File: config.mk
export PLATFORM = sky130hd
export DESIGN_NAME = smm_fpu
export DESIGN_NICKNAME = d
export VERILOG_FILES = /design/src/sv/smm_pkg.sv /design/src/sv/smm_fpu.sv
export SDC_FILE = /design/constraint.sdc
export NUM_CORES = 2
export LEC_CHECK = 0
export ABC_AREA = 1
export BUFFER_PORTS_ARGS = -buffer_cell sky130_fd_sc_hd__buf_4
export CAP_MARGIN = 40
export CORE_ASPECT_RATIO = 1.25
export CORE_MARGIN = 2
export CORE_UTILIZATION = 29
export DETAILED_ROUTE_END_ITERATION = 6
export MAX_ROUTING_LAYER = met4
export PLACE_DENSITY_LB_ADDON = 0.3
export SLEW_MARGIN = 20
export SYNTH_ARGS = -nofsm -noshare
export SYNTH_HDL_FRONTEND = slang
export SYNTH_SLANG_ARGS = --single-unit
export TNS_END_PERCENT = 5
File: constraint.sdc
create_clock -name i_clk -period 20.3 [get_ports i_clk]
set_input_delay 3.045 -clock i_clk [delete_from_list [all_inputs] [get_ports i_clk]]
set_output_delay 3.045 -clock i_clk [all_outputs]
set_load 0.01 [all_outputs]
File: src/sv/smm_pkg.sv
// Shared types, constants and codes for the single precision matrix multiply core.
// No dependencies; every other file imports this package.
package smm_pkg;

    localparam int MAX_ROWS  = 64;
    localparam int MAX_COLS  = 64;
    localparam int MAX_INNER = 64;

    localparam int ROW_W  = 6;
    localparam int COL_W  = 6;
    localparam int DIM_W  = 7;
    localparam int WORD_W = 32;

    localparam int A_DEPTH  = MAX_ROWS * MAX_INNER;
    localparam int B_DEPTH  = MAX_INNER * MAX_COLS;
    localparam int A_ADDR_W = $clog2(A_DEPTH);
    localparam int B_ADDR_W = $clog2(B_DEPTH);

    localparam logic [DIM_W-1:0] ROWS_SAT  = DIM_W'(MAX_ROWS);
    localparam logic [DIM_W-1:0] COLS_SAT  = DIM_W'(MAX_COLS);
    localparam logic [DIM_W-1:0] INNER_SAT = DIM_W'(MAX_INNER);

    // command codes of an input transaction
    localparam logic [1:0] CMD_WR_A = 2'd0;
    localparam logic [1:0] CMD_WR_B = 2'd1;
    localparam logic [1:0] CMD_ROW  = 2'd2;

    // register indexes on the configuration port
    localparam logic [1:0] REG_ROWS  = 2'd0;
    localparam logic [1:0] REG_COLS  = 2'd1;
    localparam logic [1:0] REG_INNER = 2'd2;

    // floating point unit operations
    localparam logic FOP_MUL = 1'b0;
    localparam logic FOP_ADD = 1'b1;

    typedef struct packed {
        logic [1:0]        cmd;
        logic [ROW_W-1:0]  row;
        logic [COL_W-1:0]  col;
        logic [WORD_W-1:0] value;
    } t_in_item;

    typedef struct packed {
        logic [ROW_W-1:0]  out_row;
        logic [COL_W-1:0]  out_col;
        logic [WORD_W-1:0] out_value;
        logic              last;
    } t_out_item;

    typedef struct packed {
        logic              op;
        logic [WORD_W-1:0] opa;
        logic [WORD_W-1:0] opb;
    } t_fpu_req;

    typedef struct packed {
        logic              done;
        logic [WORD_W-1:0] value;
    } t_fpu_rsp;

    typedef struct packed {
        logic                wr_a;
        logic                wr_b;
        logic [A_ADDR_W-1:0] wr_addr_a;
        logic [B_ADDR_W-1:0] wr_addr_b;
        logic [WORD_W-1:0]   wr_data;
        logic [A_ADDR_W-1:0] rd_addr_a;
        logic [B_ADDR_W-1:0] rd_addr_b;
    } t_store_req;

endpackage

File: src/sv/smm_fpu.sv
// Multi-cycle binary32 multiply / add unit with a shared normalize and round path.
// Depends on smm_pkg.
module smm_fpu import smm_pkg::*; (
    input  logic     i_clk,
    input  logic     i_rst_n,
    input  logic     i_start,
    input  t_fpu_req i_req,
    output t_fpu_rsp o_rsp
);

    localparam logic [2:0] F_IDLE   = 3'd0;
    localparam logic [2:0] F_PREP   = 3'd1;
    localparam logic [2:0] F_ALIGN  = 3'd2;
    localparam logic [2:0] F_NORM   = 3'd3;
    localparam logic [2:0] F_DENORM = 3'd4;
    localparam logic [2:0] F_ROUND  = 3'd5;

    localparam logic [31:0] DEF_NAN  = 32'h7FC0_0000;
    localparam logic [31:0] QUIET    = 32'h0040_0000;
    localparam logic [30:0] INF_MAG  = 31'h7F80_0000;

    function automatic logic f_nan(input logic [31:0] x);
        return x[30:0] > INF_MAG;
    endfunction

    function automatic logic f_inf(input logic [31:0] x);
        return x[30:0] == INF_MAG;
    endfunction

    function automatic logic f_zero(input logic [31:0] x);
        return x[30:0] == 31'd0;
    endfunction

    logic [2:0]         r_state;
    logic               r_op;
    logic [31:0]        r_a;
    logic [31:0]        r_b;
    logic               r_sign;
    logic               r_sub;
    logic signed [10:0] r_exp;
    logic [47:0]        r_sig;
    logic [23:0]        r_big;
    logic [23:0]        r_small;
    logic [7:0]         r_d;
    logic               r_done;
    logic [31:0]        r_value;

    // unpacked operands
    logic [7:0]  ea8, eb8;
    logic [23:0] ma, mb;
    logic        a_big;

    assign ea8   = (r_a[30:23] == 8'd0) ? 8'd1 : r_a[30:23];
    assign eb8   = (r_b[30:23] == 8'd0) ? 8'd1 : r_b[30:23];
    assign ma    = {(r_a[30:23] != 8'd0), r_a[22:0]};
    assign mb    = {(r_b[30:23] != 8'd0), r_b[22:0]};
    assign a_big = r_a[30:0] >= r_b[30:0];

    // special operands
    logic        spc_hit;
    logic [31:0] spc_val;

    always_comb begin
        spc_hit = 1'b1;
        spc_val = 32'd0;
        if (r_op == FOP_MUL) begin
            priority if (f_nan(r_a)) begin
                spc_val = r_a | QUIET;
            end else if (f_nan(r_b)) begin
                spc_val = r_b | QUIET;
            end else if (f_inf(r_a) || f_inf(r_b)) begin
                spc_val = (f_zero(r_a) || f_zero(r_b)) ? DEF_NAN
                                                       : {r_a[31] ^ r_b[31], INF_MAG};
            end else if (f_zero(r_a) || f_zero(r_b)) begin
                spc_val = {r_a[31] ^ r_b[31], 31'd0};
            end else begin
                spc_hit = 1'b0;
            end
        end else begin
            priority if (f_nan(r_a)) begin
                spc_val = r_a | QUIET;
            end else if (f_nan(r_b)) begin
                spc_val = r_b | QUIET;
            end else if (f_inf(r_a)) begin
                spc_val = (f_inf(r_b) && (r_a[31] != r_b[31])) ? DEF_NAN : r_a;
            end else if (f_inf(r_b)) begin
                spc_val = r_b;
            end else if (f_zero(r_a) && f_zero(r_b)) begin
                spc_val = {r_a[31] & r_b[31], 31'd0};
            end else if (f_zero(r_a)) begin
                spc_val = r_b;
            end else if (f_zero(r_b)) begin
                spc_val = r_a;
            end else if ((r_a[30:0] == r_b[30:0]) && (r_a[31] != r_b[31])) begin
                spc_val = 32'd0;
            end else begin
                spc_hit = 1'b0;
            end
        end
    end

    // alignment and add of significands
    logic [47:0] big48, sm48, sm_shift;
    logic        sm_sticky;
    logic [48:0] sum49;

    always_comb begin
        big48 = {r_big, 24'd0};
        sm48  = {r_small, 24'd0};
        if (r_d >= 8'd48) begin
            sm_shift = 48'd1;
        end else begin
            sm_sticky = |(sm48 & ((48'd1 << r_d[5:0]) - 48'd1));
            sm_shift  = (sm48 >> r_d[5:0]) | {47'd0, sm_sticky};
        end
        sm_sticky = 1'b0;
        sum49 = r_sub ? ({1'b0, big48} - {1'b0, sm_shift})
                      : ({1'b0, big48} + {1'b0, sm_shift});
    end

    // right shift into the subnormal range
    logic signed [10:0] dn_sh;
    logic [47:0]        dn_sig;

    always_comb begin
        dn_sh = 11'sd1 - r_exp;
        if (dn_sh >= 11'sd48) begin
            dn_sig = 48'd1;
        end else begin
            dn_sig = (r_sig >> dn_sh[5:0])
                   | {47'd0, |(r_sig & ((48'd1 << dn_sh[5:0]) - 48'd1))};
        end
    end

    // round to nearest even and pack
    logic [23:0] rnd_m;
    logic        rnd_up;
    logic [24:0] rnd_m25;
    logic [7:0]  rnd_e;
    logic [31:0] rnd_mag;

    always_comb begin
        rnd_m   = r_sig[47:24];
        rnd_up  = r_sig[23] && ((|r_sig[22:0]) || rnd_m[0]);
        rnd_m25 = {1'b0, rnd_m} + {24'd0, rnd_up};
        rnd_e   = 8'(r_exp - 11'sd1);
        rnd_mag = {1'b0, rnd_e, 23'd0} + {7'd0, rnd_m25};
    end

    always_ff @(posedge i_clk) begin
        if (!i_rst_n) begin
            r_state <= F_IDLE;
            r_done  <= 1'b0;
        end else begin
            r_done <= 1'b0;
            unique case (r_state)
                F_IDLE: begin
                    if (i_start) begin
                        r_op    <= i_req.op;
                        r_a     <= i_req.opa;
                        r_b     <= i_req.opb;
                        r_state <= F_PREP;
                    end
                end
                F_PREP: begin
                    if (spc_hit) begin
                        r_value <= spc_val;
                        r_done  <= 1'b1;
                        r_state <= F_IDLE;
                    end else if (r_op == FOP_MUL) begin
                        r_sign  <= r_a[31] ^ r_b[31];
                        r_exp   <= $signed({3'd0, ea8}) + $signed({3'd0, eb8}) - 11'sd126;
                        r_sig   <= ma * mb;
                        r_state <= F_NORM;
                    end else begin
                        r_sub   <= r_a[31] ^ r_b[31];
                        r_sign  <= a_big ? r_a[31] : r_b[31];
                        r_exp   <= $signed({3'd0, a_big ? ea8 : eb8});
                        r_big   <= a_big ? ma : mb;
                        r_small <= a_big ? mb : ma;
                        r_d     <= a_big ? (ea8 - eb8) : (eb8 - ea8);
                        r_state <= F_ALIGN;
                    end
                end
                F_ALIGN: begin
                    if (sum49[48]) begin
                        r_sig <= sum49[48:1] | {47'd0, sum49[0]};
                        r_exp <= r_exp + 11'sd1;
                    end else begin
                        r_sig <= sum49[47:0];
                    end
                    r_state <= F_NORM;
                end
                F_NORM: begin
                    priority if (r_sig[47:40] == 8'd0) begin
                        r_sig <= r_sig << 8;
                        r_exp <= r_exp - 11'sd8;
                    end else if (!r_sig[47]) begin
                        r_sig <= r_sig << 1;
                        r_exp <= r_exp - 11'sd1;
                    end else if (r_exp >= 11'sd255) begin
                        r_value <= {r_sign, INF_MAG};
                        r_done  <= 1'b1;
                        r_state <= F_IDLE;
                    end else if (r_exp <= 11'sd0) begin
                        r_state <= F_DENORM;
                    end else begin
                        r_state <= F_ROUND;
                    end
                end
                F_DENORM: begin
                    // exponent field 0; a carry out of rounding lands in field 1
                    r_sig   <= dn_sig;
                    r_exp   <= 11'sd1;
                    r_state <= F_ROUND;
                end
                F_ROUND: begin
                    r_value <= {r_sign, rnd_mag[30:0]};
                    r_done  <= 1'b1;
                    r_state <= F_IDLE;
                end
                default: r_state <= F_IDLE;
            endcase
        end
    end

    assign o_rsp.done  = r_done;
    assign o_rsp.value = r_value;

endmodule

# After elaboration in Yosys (flattened, before gate mapping)
# Index checks and enable logic that the tools add are counted.
# W data, S select, Z words.
[totals]
ram_bits = 0
romBits = 0
mem_count = 0
latchBits = 0
wordCells = 162
ff_bits = 218
input_bits = 68
[op_classes]
order_cmp = 7
mul = 1
eq_ne = 18
muxes = 68
n_addsub = 14
n_div = 0
shifts = 4
n_reduce_logical = 28
bitwise = 8
[ops]
columns = ["op", "count"]
rows = [
  ["$mux W32", 18],
  ["$mux W48", 7],
  ["$pmux W48 S4", 1],
  ["$or A48 B1 Y48", 3],
  ["$and A48 B48 Y48", 2],
  ["$pmux W32 S3", 1],
  ["$reduce_or A48 Y1", 2],
  ["$shl A1 B6 Y48 const A", 2],
  ["$shr A48 B6 Y48", 2],
  ["$sub A48 B1 Y48 const B", 2],
  ["$eq A31 B31 Y1 const B", 2],
  ["$gt A31 B31 Y1 const B", 2],
  ["$logic_not A31 Y1", 2],
  ["$mux W11", 5],
  ["$add A48 B48 Y49", 1],
  ["$mux W49", 1],
  ["$sub A48 B48 Y49", 1],
  ["$mul A24 B24 Y48", 1],
  ["$mux W24", 2],
  ["$pmux W11 S4", 1],
  ["$mux W8", 4],
  ["$add A31 B25 Y31", 1],
  ["$eq A31 B31 Y1", 1],
  ["$ge A31 B31 Y1", 1],
  ["other kinds (38)", 83],
]

# Longest topological paths before layout
[depth]
depth_word = 13
ltp_mapped = 36
depth_no_buf = 34

# Worst setup path before layout
# Ideal clock, no wire load.
[synth_timing]
path_kind = "input-to-reg"
from = "input port i_rst_n"
to = "register r_big[0] (enable)"
cell_stages = 2
slack_ns = 12.709
t_arrival_ns = 7.049
path_cell_list = "inv_1 nor3_1"
[synth_between]
elab_chain_cells = 1
[synth_lines]
columns = ["item", "line", "source"]
rows = [
  ["start, declared", "smm_fpu.sv:5", "input logic i_rst_n,"],
  ["$reduce_and A4 Y1 (no source line)", "--", ""],
  ["end signal, assigned", "smm_fpu.sv:179", "r_big <= a_big ? ma : mb;"],
  ["end, declared", "smm_fpu.sv:42", "logic [23:0] r_big;"],
]
# Every way passes these cells.
# A chain may end at the register's enable or synchronous reset.

# Final worst setup path
[layout_timing]
from = "register r_b[27]"
to = "register r_sig[44] (data pin)"
[layout_between]
elab_chain_cells = 5
[layout_lines]
columns = ["item", "line", "source"]
rows = [
  ["start, declared", "smm_fpu.sv:37", "logic [31:0] r_b;"],
  ["start signal, assigned", "smm_fpu.sv:161", "r_b <= i_req.opb;"],
  ["$reduce_bool A8 Y1", "smm_fpu.sv:56", "assign mb = {(r_b[30:23] != 8'd0), r_b[22:0]};"],
  ["$mul A24 B24 Y48", "smm_fpu.sv:173", "r_sig <= ma * mb;"],
  ["$mux W48", "smm_fpu.sv:170", "end else if (r_op == FOP_MUL) begin"],
  ["$mux W48", "smm_fpu.sv:166", "if (spc_hit) begin"],
  ["$pmux W48 S4", "smm_fpu.sv:156", "unique case (r_state)"],
  ["end signal, assigned", "smm_fpu.sv:173", ""],
  ["end signal, assigned", "smm_fpu.sv:187", "r_sig <= sum49[48:1] | {47'd0, sum49[0]};"],
  ["end signal, assigned", "smm_fpu.sv:190", "r_sig <= sum49[47:0];"],
  ["end, declared", "smm_fpu.sv:41", "logic [47:0] r_sig;"],
]
# Every way passes these cells. The select of a mux whose other input is x is not followed.

==> impl_metrics.csv <==
group,metric,value,unit
outcome,status,"completed",
worst_setup_path,cp.arrival,8.02,ns
final_layout,nets,7285,
drt,avgRoutedWirePerCell,24.4,um
synth,ys_types,74,
clock_tree,cts.hold.buffers_added,0,
drt,ant_nets,0,
drt,wl_met3,11.7,mm
clock_tree,cts_max_level,1,
synth,synth_edf_count,214,
placed_design,dpl.hpwl,165,mm
floorplanning,initial_core_util,0.292,
final_layout,syn_to_final_growth,8.28,%
floorplanning,die_h,445,um
timing,fmax,131,MHz
grt,grt-ovfl-total,0,
final_layout,layout_commonest_cell,"nand2_1",
run,drv_cap,0,
floorplanning,die-area,159000,um^2
worst_setup_path,worstSetupPathType,"reg2reg",
clock_tree,cts_resized,0,
drt,drtPass1Iterations,7,
floorplanning,die_x,357,um
worst_setup_path,cp_common_cell,"fa_1",
final_layout,mostFrequentLayoutCells,"1615 x nand2_1, 1204 x inv_1, 486 x fa_1",
drt,dr_wl_met2,98.8,mm
synth,yosys_register_bits,218,
timing,worst_clock_skew,0.0441,ns
drt,wl_met1,84.0,mm
grt,grt_usage,0.263,
final_layout,drive_gt1_frac,0.0629,
timing,tns,0,ns
final_layout,fillers,17073,
grt,grt_max_degree,81,
drt,viasPerCell,5.31,
clock_tree,cts.clk_slew.worst_paths,0.07,ns
worst_setup_path,required,20.69,ns
timing,hold_viol,0,
clock_tree,cts_buffer_depth,3,
timing,rsz0062_at_grt,"false",
drt,top_layer_used,"met4",
synth,synth_cells,6505,
floorplanning,ioPinCount,101,
drt,drt_first_iter_violations,4590,
synth,syn_area,45100,um^2
grt,antenna_found_initial,10,
worst_setup_path,path_max_fanout,16,
timing,fin_crit_sh,0.376,
timing,setup_viol,0,
drt,vias,45023,
floorplanning,fp-row-count,161,
timing,period_needed,7.63,ns
clock_tree,clk-insertion-delay-late,0.64,ns
synth,yosysSeqAreaShare,0.144,
synth,synth.net_count,7379,
worst_setup_path,worst-path-buf-inv,6,
timing,slew_headroom,0.306,
synth,synth_flop_cell,"edfxtp_1",
worst_setup_path,cpMaxStageDelayCell,"inv_1",
drt,drc,0,
placed_design,portBuffers,100,
clock_tree,cts_sinks,218,
clock_tree,cts-root-buf,"clkbuf_16",
placed_design,place_congestion,1.03,
synth,synthArstFlopShare,0,
floorplanning,core,154000,um^2
clock_tree,cts_made_buffers,30,
clock_tree,cts_tree,"built",
drt,routed_wirelength,206,mm
worst_setup_path,cp-end-kind,"flop",
synth,avgSynthCellArea,6.93,um^2
timing,drv_slew,0,
grt,grt_pass1_wl,302,mm
worst_setup_path,crit_path_start_kind,"flop",
worst_setup_path,cp_top_family,"adder cells",
timing,holdWs,0.711,ns
timing,worst_pin_slew,1.03,ns
grt,grt_pass1_vias,45269,
worst_setup_path,crit_path_max_incr_delay,0.61,ns
min_path,hold_path_class,"reg2reg",
synth,yosys_warnings,0,
clock_tree,cts_setup_buffers,0,
==> synthesized netlist by cell type (all sizes together) (3+ instances only) <==
cell type | instances | area [um^2]
fa | 486 | 9730
edfxtp | 214 | 6430
ha | 320 | 4000
mux2i | 33 | 330
a31oi | 32 | 200
xor2 | 63 | 578
inv | 1230 | 4630
a32oi | 9 | 78.8
o311ai | 4 | 35.0
a21o | 9 | 67.6
clkbuf | 234 | 878
xnor2 | 19 | 166
o21bai | 5 | 37.5
a211oi | 11 | 82.6
a21boi | 5 | 37.5
nor2 | 491 | 2020
nand3 | 453 | 2340
dfxtp | 4 | 80.1
o221ai | 20 | 175
a2111oi | 6 | 52.6
o21a | 21 | 158
a32o | 6 | 60.1
nand4 | 110 | 688
o21ai | 476 | 2390
nor3 | 71 | 385
a41oi | 3 | 26.3
a22oi | 15 | 113
buf | 95 | 571
nand2 | 1659 | 6380
o2111ai | 5 | 43.8
nor4 | 25 | 169
a21oi | 242 | 1210
clkinv | 4 | 16.3
nand3b | 12 | 90.1
a221oi | 12 | 105
o22ai | 20 | 125
o31ai | 17 | 128
o211ai | 38 | 290
or2 | 10 | 62.6
==> worst min-delay path, stage by stage (launching register included) <==
cell and delay, ns:
edfxtp_1 0.43, a21oi_1 0.10, nand3_1 0.08
==> worst paths after layout <==
path	start	end	slack (ns)	depth (start not counted)
max reg2reg	r_b[27]	r_sig[44]	12.67	28
max	r_b[27]	r_sig[44]	12.67	28
min reg2reg	r_sig[1]	r_sig[2]	0.71	2
min	r_sig[1]	r_sig[2]	0.71	2
==> layer usage <==
metal | vias up | GRT usage
met5 | - | -
met4 | 0 | 0.123
met3 | 469 | 0.0214
met2 | 1911 | 0.437
met1 | 22155 | 0.324
li1 | 20488 | -
==> cell families (layout without fill, tap and decap cells) <==
| family | Yosys count | after routing | synth area share |
|---|---|---|---|
| AOI/OAI and AO/OA | 967 | 967 | 0.122 |
| xor gates and xnor gates | 82 | 82 | 0.0165 |
| adders and majority gates | 806 | 806 | 0.304 |
| buffers and inverters | 1563 | 1493 | 0.135 |
| DFF | 218 | 218 | 0.144 |
| muxes | 33 | 33 | 0.00732 |
| other | 0 | 2 | 0 |
| and+or+nand+nor | 2836 | 2836 | 0.270 |
==> cell type report <==
| cell class | instances | area [um^2] | share of cell area |
|---|---|---|---|
| Antenna cell | 2 | 5.00 | 0.000102 |
| Multi-Input combinational cell | 4724 | 32600 | 0.667 |
| Tap cell | 2037 | 2550 | 0.0522 |
| Inverter | 1234 | 4650 | 0.0951 |
| Sequential cell | 218 | 6510 | 0.133 |
| Timing Repair Buffer | 203 | 1530 | 0.0314 |
| Clock inverter | 24 | 285 | 0.00584 |
| Clock buffer | 32 | 758 | 0.0155 |
==> flip-flops by register name (all words and copies together), names as in the netlist <==
name	count
r_value	32
r_a	32
r_sign	1
r_sub	1
r_b	32
r_state	3
r_exp	11
r_d	8
r_small	24
r_done	1
r_op	1
r_sig	48
r_big	24
==> metrics by stage <==
step           area [um^2]  utilization  cells  worst slack, ns
2_1_floorplan        45100            -   6505            12.71
3_3_place_gp         47700        0.309   8402            12.68
3_5_place_dp         47800        0.309   8411            12.64
4_1_cts              48800        0.316   8467            12.66
5_1_grt              48800        0.317   8473            12.18
6_report             48800        0.317   8474            12.67
Power is left out: the tool's default activity adds up to more than one toggle a clock period on the data nets, which glitch-free logic cannot reach.
